**src/blm_pkg.sv**
```systemverilog
// blm_pkg: shared types and constants of the battery level monitor
// no dependencies; imported by every module under src

package blm_pkg;

	localparam int SAMPLE_W = 10;
	localparam int LEVEL_W  = 7;
	localparam int THR_W    = 7;
	localparam int INTV_W   = 8;
	localparam int COUNT_W  = 8;
	localparam int LAST_W   = 8;
	localparam int CFG_W    = 8;
	localparam int IDX_W    = 2;
	localparam int IN_TDATA_W  = 16;
	localparam int OUT_TDATA_W = 16;

	// sum*720/(1024*N) reduces to sum*45/(64*N)
	localparam int SCALE_NUM   = 45;
	localparam int SCALE_SHIFT = 6;
	localparam int LEVEL_OFFSET = 310;
	localparam int LEVEL_SAT    = 255;
	localparam int LEVEL_MAX    = 100;

	localparam logic [THR_W-1:0]  THRESHOLD_RST = 7'd45;
	localparam logic [INTV_W-1:0] INTERVAL_RST  = 8'd6;
	localparam logic [LAST_W-1:0] LAST_RST      = 8'd255;

	typedef enum logic [IDX_W-1:0] {
		REG_THRESHOLD = 2'd0,
		REG_INTERVAL  = 2'd1,
		REG_NOTIFY_EN = 2'd2
	} reg_idx_t;

	typedef struct packed {
		logic [THR_W-1:0]  threshold;
		logic [INTV_W-1:0] interval;
		logic              notify_en;
	} cfg_t;

endpackage

```
**src/battery_level_monitor.sv**
```systemverilog
// battery_level_monitor: top level, config registers and the three pipeline parts
// depends on blm_pkg, blm_window, blm_scale, blm_level
//
//  channel  | dir | handshake                    | payload
//  ---------+-----+------------------------------+------------------------------------
//  s_axis   | in  | s_axis_tvalid/s_axis_tready  | tdata[9:0] adc_sample
//  m_axis   | out | m_axis_tvalid/m_axis_tready  | tdata[6:0] level, [7] notify, [8] shutdown
//  cfg      | in  | cfg_we (no wait)             | cfg_index, cfg_data
//
// one sample per cycle unless stalled; results pass sum, product, quotient and output registers
// pipeline: window+sum, multiply by 45, reciprocal divide by the window length, level logic
// each stage stalls only when the stage after it is full, so bubbles are squeezed out
// reset clears the window, slot, count, last level and config to their start values

module battery_level_monitor import blm_pkg::*; #(
	parameter int WINDOW_LEN = 5
) (
	input  logic                   clk,
	input  logic                   arst_n,
	input  logic                   s_axis_tvalid,
	output logic                   s_axis_tready,
	input  logic [IN_TDATA_W-1:0]  s_axis_tdata,   // [9:0] adc_sample
	output logic                   m_axis_tvalid,
	input  logic                   m_axis_tready,
	output logic [OUT_TDATA_W-1:0] m_axis_tdata,   // [6:0] level_percent, [7] notify, [8] shutdown
	input  logic                   cfg_we,
	input  logic [IDX_W-1:0]       cfg_index,
	input  logic [CFG_W-1:0]       cfg_data
);

	localparam int SUM_W = SAMPLE_W + ((WINDOW_LEN > 1) ? $clog2(WINDOW_LEN) : 0);

	cfg_t               cfg_q;
	logic               vld_s1;
	logic               rdy_s1;
	logic [SUM_W-1:0]   sum_s1;
	logic               vld_s3;
	logic               rdy_s3;
	logic [SUM_W-1:0]   quot_s3;
	logic [LEVEL_W-1:0] level_q;
	logic               notify_q;
	logic               shutdown_q;

	always_ff @(posedge clk or negedge arst_n) begin
		if (!arst_n) begin
			cfg_q.threshold <= THRESHOLD_RST;
			cfg_q.interval  <= INTERVAL_RST;
			cfg_q.notify_en <= 1'b0;
		end else if (cfg_we) begin
			case (reg_idx_t'(cfg_index))
				REG_THRESHOLD: cfg_q.threshold <= cfg_data[THR_W-1:0];
				REG_INTERVAL:  cfg_q.interval  <= cfg_data[INTV_W-1:0];
				REG_NOTIFY_EN: cfg_q.notify_en <= cfg_data[0];
				default: ;
			endcase
		end
	end

	blm_window #(
		.WINDOW_LEN(WINDOW_LEN),
		.SUM_W(SUM_W)
	) u_window (
		.clk(clk),
		.arst_n(arst_n),
		.in_valid(s_axis_tvalid),
		.in_ready(s_axis_tready),
		.sample(s_axis_tdata[SAMPLE_W-1:0]),
		.vld_s1(vld_s1),
		.rdy_s1(rdy_s1),
		.sum_s1(sum_s1)
	);

	blm_scale #(
		.WINDOW_LEN(WINDOW_LEN),
		.SUM_W(SUM_W)
	) u_scale (
		.clk(clk),
		.arst_n(arst_n),
		.vld_s1(vld_s1),
		.rdy_s1(rdy_s1),
		.sum_s1(sum_s1),
		.vld_s3(vld_s3),
		.rdy_s3(rdy_s3),
		.quot_s3(quot_s3)
	);

	blm_level #(
		.SUM_W(SUM_W)
	) u_level (
		.clk(clk),
		.arst_n(arst_n),
		.cfg(cfg_q),
		.vld_s3(vld_s3),
		.rdy_s3(rdy_s3),
		.quot_s3(quot_s3),
		.out_valid(m_axis_tvalid),
		.out_ready(m_axis_tready),
		.level_q(level_q),
		.notify_q(notify_q),
		.shutdown_q(shutdown_q)
	);

	assign m_axis_tdata = {(OUT_TDATA_W - LEVEL_W - 2)'(0), shutdown_q, notify_q, level_q};

endmodule

```
**src/blm_window.sv**
```systemverilog
// blm_window: sample window, write slot and window sum register (stage 1)
// depends on blm_pkg

module blm_window import blm_pkg::*; #(
	parameter int WINDOW_LEN = 5,
	parameter int SUM_W = 13
) (
	input  logic                clk,
	input  logic                arst_n,
	input  logic                in_valid,
	output logic                in_ready,
	input  logic [SAMPLE_W-1:0] sample,
	output logic                vld_s1,
	input  logic                rdy_s1,
	output logic [SUM_W-1:0]    sum_s1
);

	localparam int SLOT_W = (WINDOW_LEN > 1) ? $clog2(WINDOW_LEN) : 1;
	localparam logic [SLOT_W-1:0] SLOT_LAST = SLOT_W'(WINDOW_LEN - 1);

	logic [SAMPLE_W-1:0] window_q [WINDOW_LEN];
	logic [SAMPLE_W-1:0] window_nxt [WINDOW_LEN];
	logic [SLOT_W-1:0]   slot_q;
	logic                fill;
	logic                wrap;
	logic                fire;
	logic [SUM_W-1:0]    sum_nxt;

	assign in_ready = !vld_s1 || rdy_s1;
	assign fire     = in_valid && in_ready;
	// an empty first entry means the window has not been primed yet
	assign fill     = (window_q[0] == '0);
	assign wrap     = (slot_q == SLOT_LAST);

	always_comb begin
		logic [SUM_W-1:0] acc;
		acc = '0;
		for (int i = 0; i < WINDOW_LEN; i++) begin
			if (fill || slot_q == SLOT_W'(i)) begin
				window_nxt[i] = sample;
			end else begin
				window_nxt[i] = window_q[i];
			end
			acc = acc + SUM_W'(window_nxt[i]);
		end
		sum_nxt = acc;
	end

	always_ff @(posedge clk or negedge arst_n) begin
		if (!arst_n) begin
			for (int i = 0; i < WINDOW_LEN; i++) begin
				window_q[i] <= '0;
			end
			slot_q <= '0;
			vld_s1 <= 1'b0;
		end else begin
			if (fire) begin
				for (int i = 0; i < WINDOW_LEN; i++) begin
					window_q[i] <= window_nxt[i];
				end
				if (!fill) begin
					slot_q <= wrap ? '0 : slot_q + 1'b1;
				end
				vld_s1 <= !fill && wrap;
			end else if (rdy_s1) begin
				vld_s1 <= 1'b0;
			end
		end
	end

	always_ff @(posedge clk) begin
		if (fire) begin
			sum_s1 <= sum_nxt;
		end
	end

endmodule

```
**src/blm_scale.sv**
```systemverilog
// blm_scale: scales the window sum to a percent-domain quotient (stages 2 and 3)
// depends on blm_pkg; division by the window length is a reciprocal multiply

module blm_scale import blm_pkg::*; #(
	parameter int WINDOW_LEN = 5,
	parameter int SUM_W = 13
) (
	input  logic             clk,
	input  logic             arst_n,
	input  logic             vld_s1,
	output logic             rdy_s1,
	input  logic [SUM_W-1:0] sum_s1,
	output logic             vld_s3,
	input  logic             rdy_s3,
	output logic [SUM_W-1:0] quot_s3
);

	localparam int PROD_W = SUM_W + SCALE_SHIFT;
	localparam int LOG_N  = (WINDOW_LEN > 1) ? $clog2(WINDOW_LEN) : 0;
	localparam int RSHIFT = SUM_W + LOG_N + 1;
	localparam int RECIP_W = RSHIFT + 1;
	localparam logic [RECIP_W-1:0] RECIP =
		RECIP_W'(((1 << RSHIFT) + WINDOW_LEN - 1) / WINDOW_LEN);

	logic [PROD_W-1:0]         prod_s2;
	logic                      vld_s2;
	logic                      rdy_s2;
	logic [SUM_W-1:0]          div_in;
	logic [SUM_W+RECIP_W-1:0]  recip_prod;

	assign rdy_s1 = !vld_s2 || rdy_s2;
	assign rdy_s2 = !vld_s3 || rdy_s3;

	// floor(x/64) then floor(/N) equals floor(x/(64*N))
	assign div_in     = prod_s2[SCALE_SHIFT +: SUM_W];
	assign recip_prod = (SUM_W+RECIP_W)'(div_in) * (SUM_W+RECIP_W)'(RECIP);

	always_ff @(posedge clk or negedge arst_n) begin
		if (!arst_n) begin
			vld_s2 <= 1'b0;
			vld_s3 <= 1'b0;
		end else begin
			if (rdy_s1) begin
				vld_s2 <= vld_s1;
			end
			if (rdy_s2) begin
				vld_s3 <= vld_s2;
			end
		end
	end

	always_ff @(posedge clk) begin
		if (rdy_s1 && vld_s1) begin
			prod_s2 <= PROD_W'(sum_s1) * PROD_W'(SCALE_NUM);
		end
		if (rdy_s2 && vld_s2) begin
			quot_s3 <= recip_prod[RSHIFT +: SUM_W];
		end
	end

endmodule

```
**src/blm_level.sv**
```systemverilog
// blm_level: offset, saturation, running minimum, notify and shutdown flags
// depends on blm_pkg; holds the output register of the result stream

module blm_level import blm_pkg::*; #(
	parameter int SUM_W = 13
) (
	input  logic                   clk,
	input  logic                   arst_n,
	input  cfg_t                   cfg,
	input  logic                   vld_s3,
	output logic                   rdy_s3,
	input  logic [SUM_W-1:0]       quot_s3,
	output logic                   out_valid,
	input  logic                   out_ready,
	output logic [LEVEL_W-1:0]     level_q,
	output logic                   notify_q,
	output logic                   shutdown_q
);

	logic [LAST_W-1:0]  last_q;
	logic [COUNT_W-1:0] count_q;
	logic [LAST_W-1:0]  raw;
	logic [LAST_W-1:0]  lvl;
	logic [LEVEL_W-1:0] level;
	logic [COUNT_W-1:0] count_inc;
	logic               hit;
	logic               adv;

	assign rdy_s3 = !out_valid || out_ready;
	assign adv    = vld_s3 && rdy_s3;

	always_comb begin
		if (quot_s3 <= SUM_W'(LEVEL_OFFSET)) begin
			raw = '0;
		end else if (quot_s3 > SUM_W'(LEVEL_OFFSET + LEVEL_SAT)) begin
			raw = LAST_W'(LEVEL_SAT);
		end else begin
			raw = LAST_W'(quot_s3 - SUM_W'(LEVEL_OFFSET));
		end
		// level may only go down
		lvl   = (raw < last_q) ? raw : last_q;
		level = (lvl > LAST_W'(LEVEL_MAX)) ? LEVEL_W'(LEVEL_MAX) : lvl[LEVEL_W-1:0];
		count_inc = count_q + 1'b1;
		hit = (count_inc == cfg.interval) && cfg.notify_en;
	end

	always_ff @(posedge clk or negedge arst_n) begin
		if (!arst_n) begin
			out_valid <= 1'b0;
			last_q    <= LAST_RST;
			count_q   <= '0;
		end else begin
			if (adv) begin
				out_valid <= 1'b1;
				last_q    <= lvl;
				count_q   <= hit ? '0 : count_inc;
			end else if (out_ready) begin
				out_valid <= 1'b0;
			end
		end
	end

	always_ff @(posedge clk) begin
		if (adv) begin
			level_q    <= level;
			notify_q   <= hit;
			shutdown_q <= (level < cfg.threshold);
		end
	end

endmodule

```
**config.mk**
```make
export PLATFORM = sky130hd
export DESIGN_NAME = battery_level_monitor
export DESIGN_NICKNAME = d
export VERILOG_FILES = /design/src/blm_pkg.sv /design/src/battery_level_monitor.sv /design/src/blm_window.sv /design/src/blm_scale.sv /design/src/blm_level.sv
export SDC_FILE = /design/constraint.sdc
export NUM_CORES = 1
export LEC_CHECK = 0
export BUFFER_PORTS_ARGS = -buffer_cell sky130_fd_sc_hd__buf_2
export CAP_MARGIN = 20
export CELL_PAD_IN_SITES_DETAIL_PLACEMENT = 2
export CELL_PAD_IN_SITES_GLOBAL_PLACEMENT = 2
export CORE_MARGIN = 5
export CORE_UTILIZATION = 43
export DETAILED_ROUTE_END_ITERATION = 12
export PLACE_DENSITY_LB_ADDON = 0.1
export SLEW_MARGIN = 20
export SYNTH_ARGS = -nofsm -noshare
export SYNTH_HDL_FRONTEND = slang
export SYNTH_HIERARCHICAL = 1
export SYNTH_SLANG_ARGS = --single-unit
```
**constraint.sdc**
```tcl
create_clock -name clk -period 7.9 [get_ports clk]
set_clock_uncertainty 0.15 [all_clocks]
set_input_delay 0.395 -clock clk [delete_from_list [all_inputs] [get_ports clk]]
set_output_delay 0.395 -clock clk [all_outputs]
set_load 0.005 [all_outputs]
```
==> impl_results.md, run 1 <==
- Status: finished, final reports clean
- Reg2Reg Setup Slack: 1.82 ns
- WP buf/inv: 2
- Remaining global-route overflow: 0
- Commonest non-fill, non-tap cell in the layout: inv_1
- Instance count on the critical path: 16
- Critical setup path kind: flop to flop
- Min-delay src: cfg_data[7]
- Crit path max fanout: 11
- Worst slew pin tran: 0.9853 ns
- Clock Tree Buf Depth: 2
- HP Class: primary input to flop
- Drc violations: 0
- Hold EP: cfg_q[8]$_DFFE_PN0P_
- Most frequent cells in the layout: inv_1, ha_1, mux2_2, fa_1, dfrtp_1
- Max stage delay on crit path: 0.56 ns
- Final wirelength: 30630 um
- Mean Syn Cell Area: 10.99 um^2
- Detail Route Antenna Nets: 0
- Worst EP arrival: 6.10 ns
- FFs w/ async S/R, synth: 65.93%
- Reg clk slew, reported paths: 0.07 ns
- Chip height: 179.2 um
- Dpl hpwl: 23970 um
- R2R Path Start: u_window/window_q[45]$_DFFE_PN0P_
- RSZ-0062 raised after global routing: false
- R2r endpoint: u_window/sum_s1[11]$_DFFE_PP_
- Hold depth: 2
- GRT Overall Usage: 20.18%
- Worst path most repeated cell: fa_1
- CTS tree: done
- I/O Pins: 49
- Cell family with most CP delay: adder cells
- Final period utilization: 76.97%
- Slowest CP cell: or4_4
- Routed len/inst: 19.80 um
- Chip width: 179.2 um
- Initial DRC count: 193
- Setup crit end kind: flop
- Die area: 32120 um^2
- Routability cong.: 0.7762
- Root Buffer: clkbuf_16
- Core area: 28470 um^2
- CTS Hold Buffers Added: 1
- Top_reg_cell synth: dfrtp_1
- Post_cts resized: 0
- Antenna violations before repair: 0
- Setup TNS: 0 ns
- Antenna fix cells: 0
- Clk_lat worst skew: 0.44 ns
- Synth cell types: 83
- H-tree levels: 4
- Synthesis-to-layout area growth: 9.032%
- Core Rows: 62
- Synth Instances: 1120
- Highest routed layer: met4
- Post-CTS setup buffer count: 0
- DR vias/cell: 5.205
- Max Slew Vio Count: 0
- Required time worst endpoint: 7.92 ns
- Seq/Total Area, Yosys: 29.45%
- R2R cell count: 16
- M1 WL: 12960 um
- Relative slew slack: 34.32%
- Worst setup startpoint: u_window/window_q[45]$_DFFE_PN0P_
- Ratio of cells with drive above 1 in the final layout: 18.92%
- Port bufs: 35
- Largest net degree at the start of global routing: 57
- Clock sink count: 135
- Hold Vio Cnt, Final: 0
- Cell Area, Synth: 12310 um^2
- Layout Nets: 1430
- Critical path launch point type: flop
- Flops & latches, synth: 135
- Vias in the first global route: 9428
- Max Freq: 0.1645 GHz
- Clock period minus final worst setup slack: 6.080 ns
- WL met2: 16880 um
- Initial core utilization: 43.25%
- Final setup viols: 0
- Total CTS buffers: 17
- Synthesis warning total: 6
- Met3 wire length: 447 um
- Initial DRT Pass Iterations: 4
- Detailed-route via count: 8052
- First-pass GRT wire length: 50540 um
- Cells along the critical path: or4_4, nor4_4, a21oi_2, mux2_2, fa_1, inv_1, fa_1, fa_1, inv_1, ha_1, fa_1, a21o_1, a221oi_1, o21ai_0, a21oi_1, xnor2_1
- Max-cap violations: 0
- Post-synth EDFFs: 46
-- layer usage --
layer | GRT usage (%) | up-vias
met2 | 38.40 | 55
met4 | 4.284 | 0
li1 | - | 3808
met1 | 24.49 | 4163
met5 | 0 | -
met3 | 2.214 | 26
-- logic make-up (layout without fill, tap and decap cells) --
group	Yosys count	in the layout	synth area share [%]
fa+ha+maj	249	249	31.52
flops	135	135	29.45
compound gates	151	151	8.738
other cells	2	9	0.06099
buf+inv	255	291	8.260
simple gates	153	153	7.082
xor+xnor	46	46	3.272
mux	129	129	11.62
-- metrics by stage --
stage	instance area, um^2	hold slack (ns)	setup WS [ns]	utilization (%)	instances
after global placement	12830	0.2358	2.022	45.05	1514
after CTS	13430	0.05746	1.793	47.16	1547
final	13430	0.06527	1.820	47.16	1547
after floorplan	12340	-0.05059	2.429	-	1127
after global routing	13430	0.05564	1.555	47.16	1547
after detailed placement	12830	0.2398	1.894	45.05	1514
-- synthesized netlist by cell type (9+ instances only) --
library cell | count | area [um^2]
o21ai_0 | 25 | 125.1
a21o_1 | 15 | 112.6
dfrtp_1 | 75 | 1877
nand3_1 | 11 | 55.05
nor2_1 | 25 | 93.84
buf_4 | 11 | 82.58
edfxtp_1 | 46 | 1381
nand2b_1 | 13 | 81.33
buf_2 | 9 | 45.04
xnor2_1 | 26 | 227.7
nor2b_1 | 11 | 68.82
inv_1 | 219 | 822.0
nand4_1 | 10 | 62.56
nand2_1 | 36 | 135.1
buf_1 | 10 | 37.54
mux2i_1 | 17 | 170.2
ha_1 | 147 | 1839
fa_1 | 102 | 2042
a21oi_1 | 35 | 175.2
dfstp_2 | 14 | 367.9
mux2_2 | 109 | 1227
xor2_1 | 20 | 175.2
-- worst max-delay path by stage --
stage | endpoint | slack, ns
floorplan | u_window/sum_s1[11]$_DFFE_PP_ | 2.43
global placement | u_window/sum_s1[11]$_DFFE_PP_ | 2.02
detailed placement | u_window/sum_s1[11]$_DFFE_PP_ | 1.89
CTS | u_window/sum_s1[11]$_DFFE_PP_ | 1.79
global route | u_window/sum_s1[11]$_DFFE_PP_ | 1.55
finish | u_window/sum_s1[11]$_DFFE_PP_ | 1.82
-- worst reg2reg max path, cell delays in order (launching register included) --
cell      delay (ns)
dfrtp_1         0.42
or4_4           0.57
nor4_4          0.53
a21oi_2         0.32
mux2_2          0.38
fa_1            0.51
inv_1           0.06
fa_1            0.50
fa_1            0.53
inv_1           0.05
ha_1            0.21
fa_1            0.42
a21o_1          0.21
a221oi_1        0.48
o21ai_0         0.21
a21oi_1         0.21
xnor2_1         0.08
-- flip-flops by register name, indices dropped and copies added (netlist names) --
name                flops
u_window/window_q      50
u_window/sum_s1        13
u_level/shutdown_q      1
u_scale/vld_s3          1
u_scale/quot_s3        11
u_level/count_q         8
u_level/out_valid       1
u_level/last_q          8
u_scale/prod_s2        13
u_level/notify_q        1
u_scale/vld_s2          1
u_window/vld_s1         1
u_window/slot_q         3
cfg_q                  16
u_level/level_q         7
-- area by class of cell --
type | count | area, um^2
clock buffer | 18 | 429.2
clock inverter | 14 | 161.4
fill | 2951 | 15040
inverter | 221 | 829.5
multi-input combinational | 737 | 7697
sequential | 135 | 3626
tap | 384 | 480.5
timing repair buffer | 38 | 202.7
Power of run 1 is left out: the tool's default activity adds up to more than one toggle a clock period on the data nets, which glitch-free logic cannot reach.
==> run 2, diff against run 1 <==
clock period = 5.6 ns   (was 7.9 ns; I/O delays follow)
==> run 2 against run 1 <==
Effect of this change: utilization increased by 1.2 points; clock-buffer cell count decreased by 1; setup slack got worse by 1.7 ns; critical path depth increased by 2; die area unchanged; routed wire length increased by 3.6%; critical path type unchanged; highest routed layer unchanged.
==> impl_results.md, run 2 (same netlist as run 1, synthesis figures left out) <==
- R2R cell count: 18
- H-tree levels: 4
- Port bufs: 35
- GRT Overall Usage: 20.67%
- Initial DRC count: 229
- Clk_lat worst skew: 0.43 ns
- Max FFs per register: 50
- Remaining global-route overflow: 0
- Relative slew slack: 37.59%
- Chip height: 179.2 um
- Status: finished, final reports clean
- Max-cap violations: 0
- Clock sink count: 135
- Core area: 28470 um^2
- Largest net degree at the start of global routing: 81
- Final wirelength: 31720 um
- Final setup viols: 0
- Initial core utilization: 43.25%
- First-pass GRT wire length: 51760 um
- Finished Core Util: 48.33%
- Chip width: 179.2 um
- Worst setup startpoint: u_window/window_q[40]$_DFFE_PN0P_
- Hold Vio Cnt, Final: 0
- Vias in the first global route: 9573
- HP Class: primary input to flop
- CTS tree: done
- Most frequent cells in the layout: inv_1, ha_1, mux2_2, fa_1, dfrtp_1
- Total CTS buffers: 17
- Max Freq: 0.1827 GHz
- Largest regs: u_window/window_q x50, cfg_q x16
- Required time worst endpoint: 5.61 ns
- Worst slew pin tran: 0.9361 ns
- Commonest non-fill, non-tap cell in the layout: inv_1
- Max Slew Vio Count: 0
- Routability cong.: 0.7732
- Reg clk slew, reported paths: 0.06 ns
- Clock period minus final worst setup slack: 5.474 ns
- Ratio of cells with drive above 1 in the final layout: 21.39%
- Drc violations: 0
- Antenna fix cells: 0
- Post-Place Worst Slack: 0.03594 ns
- Worst setup endpoint: u_window/sum_s1[11]$_DFFE_PP_
- Reg2Reg Setup Slack: 0.13 ns
- I/O Pins: 49
- Core Rows: 62
- Initial DRT Pass Iterations: 4
- DR vias/cell: 5.168
- R2r endpoint: u_window/sum_s1[11]$_DFFE_PP_
- Root Buffer: clkbuf_16
- R2R Path Start: u_window/window_q[40]$_DFFE_PN0P_
- Final period utilization: 97.76%
- Detailed-route via count: 8145
- Detail Route Antenna Nets: 0
- Dpl hpwl: 24600 um
- Clock Tree Buf Depth: 2
- Critical setup path kind: flop to flop
- Layout Nets: 1459
- Crit path max fanout: 5
- Routed len/inst: 20.13 um
- Antenna violations before repair: 0
- Setup crit end kind: flop
- Synthesis-to-layout area growth: 11.75%
- Die area: 32120 um^2
- Placed cells: 1527
- Worst EP arrival: 5.49 ns
- Non-Filler Instances: 1576
- Biggest register: u_window/window_q
- Final setup margin: 0.1256 ns
- Critical path launch point type: flop
## run 2: layout make-up
type,count,area (um^2)
inverter,221,829.5
tap,384,480.5
fill,2911,14710
sequential,135,3626
clock inverter,15,153.9
clock buffer,17,425.4
timing repair buffer,67,452.9
multi-input combinational,737,7792
## run 2: critical path: stages, from the launching register on
cell      delay, ns
dfrtp_1        0.42
or4_4          0.57
nor4_4         0.25
buf_6          0.18
a21oi_4        0.06
mux2_4         0.33
fa_1           0.56
inv_2          0.05
fa_1           0.47
fa_1           0.52
inv_1          0.05
ha_2           0.20
fa_2           0.37
a21o_1         0.22
a221oi_2       0.22
buf_4          0.16
o21ai_0        0.11
a21oi_1        0.22
xnor2_1        0.11
## run 2: worst min-delay path by stage
| stage | start | to | slack, ns | cells after the start |
|---|---|---|---|---|
| after detailed placement | arst_n | cfg_q[15]$_DFFE_PN0P_ | -0.03 | 1 |
| final | s_axis_tvalid | u_window/vld_s1$_DFFE_PN0P_ | 0.02 | 3 |
| after global routing | cfg_data[0] | cfg_q[9]$_DFFE_PN1P_ | 0.006 | 2 |
| after global placement | arst_n | cfg_q[15]$_DFFE_PN0P_ | -0.03 | 1 |
| after floorplan | arst_n | cfg_q[0]$_DFFE_PN0P_ | -0.17 | 0 |
| after CTS | cfg_data[0] | cfg_q[9]$_DFFE_PN1P_ | 0.02 | 2 |
## run 2: per-layer routing
| layer | GRT usage (%) | vias up | wire, um |
|---|---|---|---|
| met5 | 0 | - | 0 |
| met4 | 4.951 | 0 | 452 |
| met3 | 2.151 | 24 | 250 |
| met2 | 38.23 | 43 | 17300 |
| met1 | 25.88 | 4208 | 13710 |
| li1 | - | 3870 | - |
## run 2: per-stage QoR
step / instance area [um^2] / setup TNS (ns) / hold WS, ns
after CTS: 13590 / 0 / 0.01694
after detailed placement: 12920 / 0 / -0.02799
after global placement: 12920 / 0 / -0.03013
after global routing: 13760 / -0.06898 / 0.005843
after floorplan: 12340 / 0 / -0.1656
final: 13760 / 0 / 0.02104
## run 2: timing repair
item / in CTS / in global routing
endpoints found under the setup margin: 2 / 6
gates resized for setup: 1 / 21
endpoints found under the hold margin: 22 / 0
setup buffers: 1 / 8
cloned: 0 / 0
pin swaps: 2 / 11
hold buffers: 8 / 0
Power of run 2 is left out for the same reason.
==> run 3, diff against run 2 <==
BUFFER_PORTS_ARGS = not set   (was -buffer_cell sky130_fd_sc_hd__buf_2)
CORE_UTILIZATION = 45   (was 43)
DONT_BUFFER_PORTS = 1   (was not set)
==> run 3 against run 2 <==
Effect of this change: non-clock buffer count decreased by 20; clock-buffer cell count unchanged; die area decreased by 4.2%; global-route usage increased by 2.8 points.
==> impl_results.md, run 3 (same netlist as run 1, synthesis figures left out) <==
- Max-cap violations: 0
- Required time worst endpoint: 5.63 ns
- Largest net degree at the start of global routing: 90
- Dpl cell area: 12680 um^2
- Initial core utilization: 45.69%
- Largest regs: u_window/window_q x50, cfg_q x16
- Die area: 30770 um^2
- Clk_lat worst skew: 0.44 ns
- Chip height: 175.4 um
- Finished Core Util: 50.91%
- Layout Nets: 1439
- Port bufs: 0
- Max Freq: 0.1801 GHz
- Routability cong.: 0.7930
- HP Class: primary input to flop
- Drc violations: 0
- Clock period minus final worst setup slack: 5.552 ns
- Worst setup startpoint: u_window/window_q[49]$_DFFE_PN0P_
- Root Buffer: clkbuf_16
- Vias in the first global route: 10.05k
- RSZ-0062 raised after global routing: true
- Max FFs per register: 50
- Clock sink count: 135
- Remaining global-route overflow: 0
- Initial DRT Pass Iterations: 5
- Ratio of cells with drive above 1 in the final layout: 18.34%
- Core area: 26950 um^2
- R2R Path Start: u_window/window_q[49]$_DFFE_PN0P_
- Design Area, Final: 13720 um^2
- Synthesis-to-layout area growth: 11.43%
- GR peak layer: met2
- Most frequent cells in the layout: inv_1, ha_1, mux2_2, fa_1, dfrtp_1
- Detail Route Antenna Nets: 0
- Met1 Usage GRT: 27.05%
- Critical path launch point type: flop
- Max Slew Vio Count: 0
- Met2 Use GR: 45.36%
- Routed len/inst: 23.09 um
- H-tree levels: 4
- I/O Pins: 49
- Final setup viols: 0
- Clock Tree Buf Depth: 2
- Hold Vio Cnt, Final: 0
- Initial DRC count: 309
- Crit path max fanout: 7
- GRT Overall Usage: 23.46%
- Met3 Usage GRT: 2.777%
- Critical setup path kind: flop to flop
- Chip width: 175.4 um
- Core Rows: 60
- Antenna fix cells: 0
- Relative slew slack: 37.16%
- Detailed-route via count: 8311
- Antenna violations before repair: 0
- Status: finished, final reports clean
- Commonest non-fill, non-tap cell in the layout: inv_1
- Reg clk slew, reported paths: 0.07 ns
- Total CTS buffers: 17
- DR vias/cell: 5.493
- First-pass GRT wire length: 56460 um
- Biggest register: u_window/window_q
- Worst EP arrival: 5.59 ns
- CTS tree: done
- Final wirelength: 34940 um
- Worst slew pin tran: 0.9426 ns
- Final period utilization: 99.15%
- Setup crit end kind: flop
- Min-delay src: m_axis_tready
- Dpl hpwl: 24450 um
-- run 3: changes by cell type in the layout (fill, tap and decap cells not counted), sizes merged --
cell and delta:
buf -38, dlygate4sd3 +18, clkinv +5, inv -3, bufinv -1, clkinvlp -1
-- run 3: final cells by class --
cell class / count / area (um^2)
Timing Repair Buffer: 47 / 445.4
Clock buffer: 17 / 425.4
Clock inverter: 15 / 193.9
Fill cell: 2666 / 13230
Inverter: 221 / 829.5
Sequential cell: 135 / 3626
Tap cell: 341 / 426.7
Multi-Input combinational cell: 737 / 7775
-- run 3: final timing paths --
check                      slack, ns  cells past startpoint                           endpoint
setup / recovery                0.05                     18      u_window/sum_s1[11]$_DFFE_PP_
hold / removal                   0.1                      2      u_level/out_valid$_DFFE_PN0P_
setup reg to reg                0.05                     18      u_window/sum_s1[11]$_DFFE_PP_
hold reg to reg                 0.35                      1  u_window/window_q[23]$_DFFE_PN0P_
max in group asynchronous       4.63                      2      u_level/last_q[6]$_DFFE_PN1P_
min in group asynchronous       0.32                      2               cfg_q[7]$_DFFE_PN0P_
-- run 3: worst max-delay path: stages (launching register included) --
cell and delay [ns]:
dfrtp_1 0.42, or4_4 0.56, nor4_4 0.24, buf_6 0.17
a21oi_4 0.08, buf_4 0.21, mux2_2 0.29, fa_1 0.51
fa_1 0.53, inv_1 0.06, fa_1 0.57, inv_1 0.08
ha_2 0.32, and3_1 0.18, a221oi_2 0.28, buf_4 0.17
o21ai_0 0.12, a21oi_1 0.25, xnor2_1 0.09
-- run 3: stage by stage --
stage | hold WS, ns | instances | setup TNS [ns] | worst slack (ns)
6_report | 0.09718 | 1513 | 0 | 0.04775
4_1_cts | 0.06114 | 1507 | 0 | 0.003921
3_5_place_dp | -0.1630 | 1447 | -0.05391 | -0.05201
3_3_place_gp | -0.1587 | 1447 | 0 | 0.1046
5_1_grt | 0.08546 | 1513 | -0.1143 | -0.07429
2_1_floorplan | -0.1656 | 1127 | 0 | 0.1290
-- run 3: per-layer routing --
| layer | wire length [um] | vias to the layer above |
|---|---|---|
| li1 | - | 3826 |
| met1 | 14100 | 4339 |
| met2 | 19540 | 101 |
| met3 | 522 | 45 |
| met4 | 778 | 0 |
| met5 | 0 | - |
-- run 3: timing repair --
action,in CTS,in global routing
gates resized for setup,1,17
endpoints found under the setup margin,2,7
hold buffers,27,0
buffers inserted,1,6
endpoints found under the hold margin,156,0
pin swaps,2,4
Power of run 3 is left out for the same reason.
